--- src/hdl/rrtt_pkg.sv ---
`timescale 1ns / 1ps
// ----------------------------------------------------------------------------
// Round-robin task table package
// Word types, slot states, op and status codes shared by the block.
// ----------------------------------------------------------------------------
package rrtt_pkg;

   localparam int SLOTS_DEFAULT = 16;

   localparam logic [1:0] OP_CREATE = 2'd0;
   localparam logic [1:0] OP_YIELD  = 2'd1;
   localparam logic [1:0] OP_EXIT   = 2'd2;
   localparam logic [1:0] OP_REAP   = 2'd3;

   localparam logic [1:0] ST_UNUSED     = 2'd0;
   localparam logic [1:0] ST_READY      = 2'd1;
   localparam logic [1:0] ST_RUNNING    = 2'd2;
   localparam logic [1:0] ST_TERMINATED = 2'd3;

   localparam logic [1:0] RSP_DONE       = 2'd0;
   localparam logic [1:0] RSP_REJECTED   = 2'd1;
   localparam logic [1:0] RSP_NONE_READY = 2'd2;
   localparam logic [1:0] RSP_HALTED     = 2'd3;

   typedef struct packed {
      logic [1:0]  op;
      logic [31:0] dir_base;
      logic [31:0] entry_address;
      logic [3:0]  target_slot;
   } req_type;

   typedef struct packed {
      logic [1:0]  status;
      logic [3:0]  affected_slot;
      logic [31:0] task_id;
      logic        switched;
      logic [3:0]  current_slot;
      logic [31:0] current_dir_base;
      logic [31:0] current_entry;
   } rsp_type;

   // Request word after classification in the front end.
   typedef struct packed {
      req_type item;
      logic    entry_zero;
      logic    target_ok;
   } work_type;

   typedef struct packed {
      logic [31:0] task_id;
      logic [31:0] directory;
      logic [31:0] entry;
   } slot_rec_type;

endpackage

--- src/hdl/rrtt_front.sv ---
`timescale 1ns / 1ps
// ----------------------------------------------------------------------------
// Round-robin task table front end
// Two-word request queue; classifies the head word for the engine.
// ----------------------------------------------------------------------------
module rrtt_front #(
   parameter int SLOTS = rrtt_pkg::SLOTS_DEFAULT
) (
   input  logic              clock,
   input  logic              reset,
   input  logic              req_push,
   output logic              req_full,
   input  rrtt_pkg::req_type req_word,
   output logic              work_valid,
   output rrtt_pkg::work_type work,
   input  logic              work_take
);
   import rrtt_pkg::*;

   req_type    q_ff [2];
   logic       wr_ptr_ff, wr_ptr_in;
   logic       rd_ptr_ff, rd_ptr_in;
   logic [1:0] count_ff, count_in;
   logic       push_ok, take_ok;
   req_type    head;

   assign req_full   = (count_ff == 2'd2);
   assign work_valid = (count_ff != 2'd0);
   assign push_ok    = req_push && !req_full;
   assign take_ok    = work_take && work_valid;
   assign head       = q_ff[rd_ptr_ff];

   always_comb begin
      work.item       = head;
      work.entry_zero = (head.entry_address == 32'd0);
      work.target_ok  = (int'(head.target_slot) < SLOTS);
   end

   always_comb begin
      wr_ptr_in = push_ok ? !wr_ptr_ff : wr_ptr_ff;
      rd_ptr_in = take_ok ? !rd_ptr_ff : rd_ptr_ff;
      count_in  = count_ff + {1'b0, push_ok} - {1'b0, take_ok};
   end

   always_ff @(posedge clock) begin
      if (reset) begin
         wr_ptr_ff <= 1'b0;
         rd_ptr_ff <= 1'b0;
         count_ff  <= 2'd0;
      end else begin
         wr_ptr_ff <= wr_ptr_in;
         rd_ptr_ff <= rd_ptr_in;
         count_ff  <= count_in;
      end
   end

   always_ff @(posedge clock) begin
      if (push_ok) begin
         q_ff[wr_ptr_ff] <= req_word;
      end
   end

endmodule

--- src/hdl/rrtt_engine.sv ---
`timescale 1ns / 1ps
// ----------------------------------------------------------------------------
// Round-robin task table engine
// Slot table, scan sequencer and result register.
// ----------------------------------------------------------------------------
module rrtt_engine #(
   parameter int SLOTS = rrtt_pkg::SLOTS_DEFAULT
) (
   input  logic               clock,
   input  logic               reset,
   input  logic               csr_valid,
   output logic               csr_ready,
   input  logic [31:0]        csr_data,
   input  logic               work_valid,
   input  rrtt_pkg::work_type work,
   output logic               work_take,
   output logic               rsp_empty,
   input  logic               rsp_pop,
   output rrtt_pkg::rsp_type  rsp_word
);
   import rrtt_pkg::*;

   localparam int IW = (SLOTS > 1) ? $clog2(SLOTS) : 1;

   localparam logic [2:0] S_IDLE   = 3'd0;
   localparam logic [2:0] S_SCAN   = 3'd1;
   localparam logic [2:0] S_SWITCH = 3'd2;
   localparam logic [2:0] S_CUR    = 3'd3;
   localparam logic [2:0] S_DONE   = 3'd4;

   logic [2:0]    seq_ff, seq_in;
   work_type      work_ff;
   logic [IW-1:0] running_ff, running_in;
   logic [IW-1:0] prev_ff, prev_in;
   logic [IW-1:0] off_ff, off_in;
   logic          halted_ff, halted_in;
   logic [31:0]   dir0_ff, dir0_in;
   logic [31:0]   next_id_ff, next_id_in;
   logic [1:0]    status_ff, status_in;
   logic [3:0]    affected_ff, affected_in;
   logic [31:0]   task_id_ff, task_id_in;
   logic          switched_ff, switched_in;
   logic          need_id_ff, need_id_in;
   rsp_type       rsp_ff;
   logic          rsp_valid_ff;
   logic          rsp_load;

   logic [1:0]    slot_state_ff [SLOTS];
   logic          st_we;
   logic [IW-1:0] st_wa;
   logic [1:0]    st_wd;
   logic [IW-1:0] st_ra;
   logic [1:0]    st_rd;

   slot_rec_type  mem [SLOTS];
   slot_rec_type  rd_data_ff;
   logic          mem_we;
   slot_rec_type  mem_wd;

   logic [IW:0]   wrap_sum;
   logic [IW-1:0] scan_idx;
   logic [IW-1:0] tgt_idx;
   slot_rec_type  cur_rec;

   assign csr_ready = 1'b1;
   assign rsp_empty = !rsp_valid_ff;
   assign rsp_word  = rsp_ff;
   assign rsp_load  = (seq_ff == S_DONE) && (!rsp_valid_ff || rsp_pop);
   assign work_take = (seq_ff == S_IDLE) && work_valid;
   assign tgt_idx   = IW'(work.item.target_slot);

   // round-robin candidate: running + offset, modulo the table depth; a create scans by the offset alone
   always_comb begin
      wrap_sum = {1'b0, running_ff} + {1'b0, off_ff};
      if (wrap_sum >= (IW+1)'(SLOTS)) begin
         wrap_sum = wrap_sum - (IW+1)'(SLOTS);
      end
      scan_idx = (work_ff.item.op == OP_CREATE) ? off_ff : wrap_sum[IW-1:0];
   end

   assign st_ra = (seq_ff == S_IDLE) ? tgt_idx : scan_idx;
   assign st_rd = slot_state_ff[st_ra];

   // slot 0 never holds a created task: its id and entry stay zero
   always_comb begin
      cur_rec = rd_data_ff;
      if (running_ff == '0) begin
         cur_rec.task_id   = 32'd0;
         cur_rec.directory = dir0_ff;
         cur_rec.entry     = 32'd0;
      end
   end

   always_comb begin
      seq_in      = seq_ff;
      running_in  = running_ff;
      prev_in     = prev_ff;
      off_in      = off_ff;
      halted_in   = halted_ff;
      dir0_in     = dir0_ff;
      next_id_in  = next_id_ff;
      status_in   = status_ff;
      affected_in = affected_ff;
      task_id_in  = task_id_ff;
      switched_in = switched_ff;
      need_id_in  = need_id_ff;
      st_we       = 1'b0;
      st_wa       = running_ff;
      st_wd       = ST_UNUSED;
      mem_we      = 1'b0;
      mem_wd      = '{task_id: next_id_ff,
                      directory: work_ff.item.dir_base,
                      entry: work_ff.item.entry_address};

      if (csr_valid) begin
         dir0_in = csr_data;
      end

      unique case (seq_ff)
         S_IDLE: begin
            if (work_valid) begin
               off_in      = IW'(1);
               switched_in = 1'b0;
               need_id_in  = 1'b0;
               task_id_in  = 32'd0;
               affected_in = 4'(running_ff);
               prev_in     = running_ff;
               if (halted_ff) begin
                  status_in = RSP_HALTED;
                  seq_in    = S_CUR;
               end else begin
                  unique case (work.item.op)
                     OP_CREATE: begin
                        if (work.entry_zero) begin
                           status_in   = RSP_REJECTED;
                           affected_in = 4'd0;
                           seq_in      = S_CUR;
                        end else begin
                           seq_in = S_SCAN;
                        end
                     end
                     OP_YIELD: begin
                        seq_in = S_SCAN;
                     end
                     OP_EXIT: begin
                        st_we  = 1'b1;
                        st_wa  = running_ff;
                        st_wd  = ST_TERMINATED;
                        seq_in = S_SCAN;
                     end
                     default: begin
                        affected_in = work.item.target_slot;
                        seq_in      = S_CUR;
                        if (!work.target_ok || tgt_idx == running_ff ||
                            st_rd != ST_TERMINATED) begin
                           status_in = RSP_REJECTED;
                        end else begin
                           status_in = RSP_DONE;
                           st_we     = 1'b1;
                           st_wa     = tgt_idx;
                           st_wd     = ST_UNUSED;
                           if (tgt_idx == '0) begin
                              dir0_in = 32'd0;
                           end
                        end
                     end
                  endcase
               end
            end
         end

         S_SCAN: begin
            if (work_ff.item.op == OP_CREATE) begin
               if (st_rd == ST_UNUSED) begin
                  mem_we      = 1'b1;
                  st_we       = 1'b1;
                  st_wa       = scan_idx;
                  st_wd       = ST_READY;
                  task_id_in  = next_id_ff;
                  next_id_in  = next_id_ff + 32'd1;
                  status_in   = RSP_DONE;
                  affected_in = 4'(scan_idx);
                  seq_in      = S_CUR;
               end else if (off_ff == IW'(SLOTS - 1)) begin
                  status_in   = RSP_REJECTED;
                  affected_in = 4'd0;
                  seq_in      = S_CUR;
               end else begin
                  off_in = off_ff + IW'(1);
               end
            end else if (st_rd == ST_READY) begin
               st_we       = 1'b1;
               st_wa       = scan_idx;
               st_wd       = ST_RUNNING;
               running_in  = scan_idx;
               status_in   = RSP_DONE;
               switched_in = 1'b1;
               need_id_in  = 1'b1;
               seq_in      = S_SWITCH;
            end else if (off_ff == IW'(SLOTS - 1)) begin
               if (work_ff.item.op == OP_YIELD) begin
                  status_in  = RSP_NONE_READY;
                  need_id_in = 1'b1;
               end else begin
                  halted_in = 1'b1;
                  status_in = RSP_HALTED;
               end
               seq_in = S_CUR;
            end else begin
               off_in = off_ff + IW'(1);
            end
         end

         S_SWITCH: begin
            // hand the previous slot back to the ready pool on a yield
            if (work_ff.item.op == OP_YIELD) begin
               st_we = 1'b1;
               st_wa = prev_ff;
               st_wd = ST_READY;
            end
            seq_in = S_CUR;
         end

         S_CUR: begin
            seq_in = S_DONE;
         end

         S_DONE: begin
            if (rsp_load) begin
               seq_in = S_IDLE;
            end
         end

         default: begin
            seq_in = S_IDLE;
         end
      endcase
   end

   always_ff @(posedge clock) begin
      if (reset) begin
         seq_ff       <= S_IDLE;
         running_ff   <= '0;
         halted_ff    <= 1'b0;
         dir0_ff      <= 32'd0;
         next_id_ff   <= 32'd1;
         rsp_valid_ff <= 1'b0;
         for (int i = 0; i < SLOTS; i++) begin
            slot_state_ff[i] <= (i == 0) ? ST_RUNNING : ST_UNUSED;
         end
      end else begin
         seq_ff     <= seq_in;
         running_ff <= running_in;
         halted_ff  <= halted_in;
         dir0_ff    <= dir0_in;
         next_id_ff <= next_id_in;
         if (st_we) begin
            slot_state_ff[st_wa] <= st_wd;
         end
         if (rsp_load) begin
            rsp_valid_ff <= 1'b1;
         end else if (rsp_pop) begin
            rsp_valid_ff <= 1'b0;
         end
      end
   end

   always_ff @(posedge clock) begin
      prev_ff     <= prev_in;
      off_ff      <= off_in;
      status_ff   <= status_in;
      affected_ff <= affected_in;
      task_id_ff  <= task_id_in;
      switched_ff <= switched_in;
      need_id_ff  <= need_id_in;
      if (work_take) begin
         work_ff <= work;
      end
      if (rsp_load) begin
         rsp_ff.status           <= status_ff;
         rsp_ff.affected_slot    <= affected_ff;
         rsp_ff.task_id          <= need_id_ff ? cur_rec.task_id : task_id_ff;
         rsp_ff.switched         <= switched_ff;
         rsp_ff.current_slot     <= 4'(running_ff);
         rsp_ff.current_dir_base <= cur_rec.directory;
         rsp_ff.current_entry    <= cur_rec.entry;
      end
   end

   // slot record memory, read at the running slot every cycle
   always_ff @(posedge clock) begin
      if (mem_we) begin
         mem[scan_idx] <= mem_wd;
      end
      rd_data_ff <= mem[running_ff];
   end

endmodule

--- src/hdl/round_robin_task_table.sv ---
`timescale 1ns / 1ps
// ----------------------------------------------------------------------------
// Round-robin task table
// Task slot table with create, yield, exit and reap, one response per request.
// ----------------------------------------------------------------------------
// Usage:
//  - Requests enter through req_push/req_full into a two-word queue; a request
//    is taken when req_push is high and req_full low.
//  - Responses leave through rsp_empty/rsp_pop; the oldest response sits on
//    rsp_word while rsp_empty is low and leaves when rsp_pop is high.
//  - csr_valid/csr_ready writes the boot page directory (slot 0); csr_ready
//    is always high. Write it only while no request is in flight.
//  - The engine handles one request at a time. Reap, rejected create and
//    halted requests skip the scan; create, yield and exit scan the slot
//    table one slot a cycle, over every other slot at most. This single
//    slot-state scan sets the length of a request.
//  - A held response stalls the engine; the request queue still takes up to
//    two words meanwhile.
//  - Reset: slot 0 running with id 0, other slots unused, next id 1, queue
//    and response register empty.
// ----------------------------------------------------------------------------
module round_robin_task_table #(
   parameter int SLOTS = rrtt_pkg::SLOTS_DEFAULT
) (
   input  logic              clock,
   input  logic              reset,
   input  logic              req_push,
   output logic              req_full,
   input  rrtt_pkg::req_type req_word,
   output logic              rsp_empty,
   input  logic              rsp_pop,
   output rrtt_pkg::rsp_type rsp_word,
   input  logic              csr_valid,
   output logic              csr_ready,
   input  logic [31:0]       csr_data
);
   import rrtt_pkg::*;

   work_type work;
   logic     work_valid;
   logic     work_take;

   rrtt_front #(.SLOTS(SLOTS)) u_front (
      .clock      (clock),
      .reset      (reset),
      .req_push   (req_push),
      .req_full   (req_full),
      .req_word   (req_word),
      .work_valid (work_valid),
      .work       (work),
      .work_take  (work_take)
   );

   rrtt_engine #(.SLOTS(SLOTS)) u_engine (
      .clock      (clock),
      .reset      (reset),
      .csr_valid  (csr_valid),
      .csr_ready  (csr_ready),
      .csr_data   (csr_data),
      .work_valid (work_valid),
      .work       (work),
      .work_take  (work_take),
      .rsp_empty  (rsp_empty),
      .rsp_pop    (rsp_pop),
      .rsp_word   (rsp_word)
   );

endmodule

--- config.mk ---
export PLATFORM = sky130hd
export DESIGN_NAME = round_robin_task_table
export DESIGN_NICKNAME = d
export VERILOG_FILES = /design/src/hdl/rrtt_pkg.sv /design/src/hdl/rrtt_front.sv /design/src/hdl/rrtt_engine.sv /design/src/hdl/round_robin_task_table.sv
export SDC_FILE = /design/constraint.sdc
export NUM_CORES = 2
export LEC_CHECK = 0
export BUFFER_PORTS_ARGS = -buffer_cell sky130_fd_sc_hd__buf_2
export CAP_MARGIN = 20
export CORE_ASPECT_RATIO = 1.1
export CORE_MARGIN = 3
export CORE_UTILIZATION = 55
export CTS_CLUSTER_DIAMETER = 30
export DETAILED_ROUTE_END_ITERATION = 12
export MAX_ROUTING_LAYER = met4
export PLACE_DENSITY = 0.72
export SYNTH_ARGS = -nofsm -noshare
export SYNTH_HDL_FRONTEND = slang
export SYNTH_SLANG_ARGS = --single-unit
--- constraint.sdc ---
create_clock -name clock -period 14.15 [get_ports clock]
set_clock_uncertainty 0.15 [all_clocks]
set_input_delay 0.7075 -clock clock [delete_from_list [all_inputs] [get_ports clock]]
set_output_delay 0.7075 -clock clock [all_outputs]
set_load 0.005 [all_outputs]
==> impl_metrics.toml <==
[critical_path]
max_stage_delay_ns = 0.82
critPathKind = "register to register"
arrival_ns = 7.96
cp-start-kind = "register"
crit_chain = "ha_1 > fa_1 > o21ai_0 > nand3_1 > and3_1 > o32ai_1 > mux2i_1 > mux2_2 > nor3_2 > nand3_1 > nor2_4 > buf_4 > buf_4"
cp_max_fo = 39
worst_ep_required_time_ns = 14.53
end_kind = "register"
cp_slowest_cell = "nor2_4"

[place]
routabilityCongestion = 0.866
port_buffers = 215
place_hpwl_um = 91300

[min_path]
min_path_type = "input port to register"

[logic_synthesis]
yosys.area.top_type_share_pct = 73.9
ys_ff_latch = 2103
synth_edf_count = 1929
synthArstFlopShare_pct = 0
ys_seq_area_share_pct = 78.3
syn_inst = 3575
yosysTopAreaCell = "edfxtp_1"
synth_area_um2 = 78400
yosysUniqueCellTypes = 67
avgSynthCellArea_um2 = 21.9
synth_fp_nets = 3694
ys_warn_count = 0
ys_top_cells_by_area = "edfxtp_1 74%, mux4_2 14%, dfxtp_1 4.4%, mux2_2 1.5%, mux2i_1 0.60%"
synth_flop_cell = "edfxtp_1"

[floorplanning]
die_y_um = 402
die_width_um = 366
row_count = 144
dieArea_um2 = 147000
start_util_pct = 55.7
core_area_um2 = 141000
io_pins = 217

[final_layout]
final_layout_size_suffix_gt1_share_pct = 34.6
post-route-util_pct = 68.0
final_nets = 4285
syn_to_final_growth_pct = 22.3

[sta]
rsz0062_at_grt = "no"
fmax_mhz = 132
setup_viol = 0
finalSetupTns_ns = 0
fin_crit_ns = 7.58
timing.final.hold_violations = 0
period_share_pct = 53.6
hold_ws_ns = 0.125
slew-limit-headroom_pct = 29.0
maxSlewViolCount = 0
worst_pin_slew_ns = 1.07

[global_route]
grt_first_pass_wirelength_um = 283000
gr-total-overflow = 0
grt_pass1_vias = 41900
grt_usage_pct = 27.1
antenna_found_initial = 6
grt_start_max_net_pins = 158

[status]
status = "finished, final reports clean"

[pwr]
fin_total_pwr_mw = 20.0
p_per_area_nw_per_um2 = 209
power.leakage_nw = 31.6
max-vdd-ir-drop_v = 0.000139

[cts]
clock_latency_ns = 0.92
cts_buffers = 380
cts_resized = 0
cts_max_level = 5
cts_tree = "yes"
clockRootBuffer = "clkbuf_16"
cts_max_path_buffers = 4
path_clk_slew_ns = 0.05
clock-sinks = 2103

[routing]
drc = 0
first_pass_iters = 5
num_vias = 39100
routed_wirelength_um = 191000
wire_per_inst_um = 29.9
drt_iter0_drc = 4282
drtAntennaViolNets = 0
vias_per_cell = 6.14

[job]
cap_violations = 0
[stage by stage]
step                cells  cell area (um^2)  setup slack [ns]
floorplan            3575             78400              1.21
global placement     5579             81900              6.82
detailed placement   5579             81900              6.64
CTS                  6371             95800              6.54
global route         6375             95900              6.08
finish               6378             95900              6.57
[Yosys cell counts, drive strengths merged (5+ instances only)]
master	count
o22ai	34
inv	47
o21bai	17
nor2	117
a31oi	5
xnor2	17
o21ai	21
nor3	47
a21boi	13
ha	11
mux2	105
buf	55
dfxtp	174
o32ai	6
nor4	16
edfxtp	1929
and3	53
mux2i	48
xor2	25
nand3	28
nand2b	6
nor2b	35
a32o	6
a21oi	19
a311oi	5
nand4	5
nand2	81
mux4	480
clkbuf	125
[worst paths after layout]
| check | from | endpoint | cells past startpoint | slack, ns |
|---|---|---|---|---|
| max reg2reg | u_engine.running_ff[0] | u_engine.mem[13][40] | 13 | 6.57 |
| max | u_engine.running_ff[0] | u_engine.mem[13][40] | 13 | 6.57 |
| min reg2reg | u_engine.status_ff[0] | u_engine.rsp_word[105] | 0 | 0.27 |
| min | req_push | u_front.wr_ptr_ff | 4 | 0.12 |
[cell type report]
type                    instances  area [um^2]
flip-flops and latches       2103        61400
fillers                      8444        45000
multi-input cells            1245        16200
clock buffers                 450        10200
clock inverters               240         2750
repair buffers                389         2730
well taps                    1898         2370
inverters                      47          179
diodes                          6         15.0
[cells by family (layout without fill, tap and decap cells)]
logic type               after synthesis  in the layout  share of synthesized area, %
multiplexers                         633            633                          15.9
other                                  1              7                       0.00478
AO/OA/AOI/OAI                        146            146                          1.29
flip-flops                          2103           2103                          78.3
buffers and inverters                227           1126                          1.15
XOR/XNOR                              42             42                         0.469
adder cells (fa/ha/maj)               12             12                         0.201
AND/OR/NAND/NOR                      411            411                          2.64
[power by group]
group          leakage (nW)  internal (mW)  switching, mW  total [mW]
sequential             19.1           7.64          0.527        8.17
clock                  6.20           5.94           3.12        9.06
combinational          6.33           1.13           1.63        2.76
total                  31.6           14.7           5.28        20.0
[per-layer routing]
layer  GRT usage, %  wire [um]
met3           6.29      16200
met1           34.7      71600
met2           42.6      96000
met4           11.0       7100
met5              -          0
[registers in the layout, summed over array words and instances, names as in the netlist, 4 cells and up, named ones only]
register and cells:
u_engine.mem 1536, u_front.q_ff 140, u_engine.rsp_word 107, u_engine.rd_data_ff 96, u_engine.mem_wd 64, u_engine.dir0_ff 32
u_engine.next_id_ff 32, u_engine.slot_state_ff 32, u_engine.task_id_ff 32, u_engine.affected_ff 4, u_engine.off_ff 4, u_engine.prev_ff 4
u_engine.running_ff 4
[critical path: cells and delay by family, from the launching register on]
kind,cells,cell delay (ns)
flip-flops,1,0.58
AND/OR/NAND/NOR,5,3.17
adder cells (fa/ha/maj),2,0.75
AO/OA/AOI/OAI,2,0.51
multiplexers,2,0.57
buffers and inverters,2,1.36
[timing repair]
| item | CTS | global route |
|---|---|---|
| hold buffers | 102 | 0 |
| endpoints found under the hold margin | 172 | 0 |
| buffers inserted | 0 | 0 |
[cell usage in the layout, fill, tap and decap left out, types with 17 or more instances in the layout]
cell / synthesis / routed
clkinv_2: 0 / 41
o21ai_0: 18 / 18
and3_1: 53 / 52
clkinv_1: 0 / 21
mux2i_1: 47 / 47
o21bai_1: 17 / 17
inv_1: 47 / 46
nor3_1: 40 / 36
xnor2_1: 17 / 17
mux4_2: 480 / 480
clkbuf_1: 125 / 39
o22ai_1: 34 / 34
edfxtp_1: 1929 / 1929
clkbuf_16: 0 / 387
inv_6: 0 / 36
a21oi_1: 19 / 19
nand2_1: 81 / 81
bufinv_16: 0 / 43
clkinv_4: 0 / 39
clkinvlp_4: 0 / 46
nor2_1: 117 / 106
dfxtp_1: 174 / 169
buf_4: 1 / 65
mux2_2: 103 / 103
nor2b_1: 35 / 35
clkbuf_8: 0 / 24
nand3_1: 27 / 27
xor2_1: 25 / 25
buf_2: 8 / 215
dlygate4sd3_1: 0 / 102
Power figures use the tool's default switching activity.
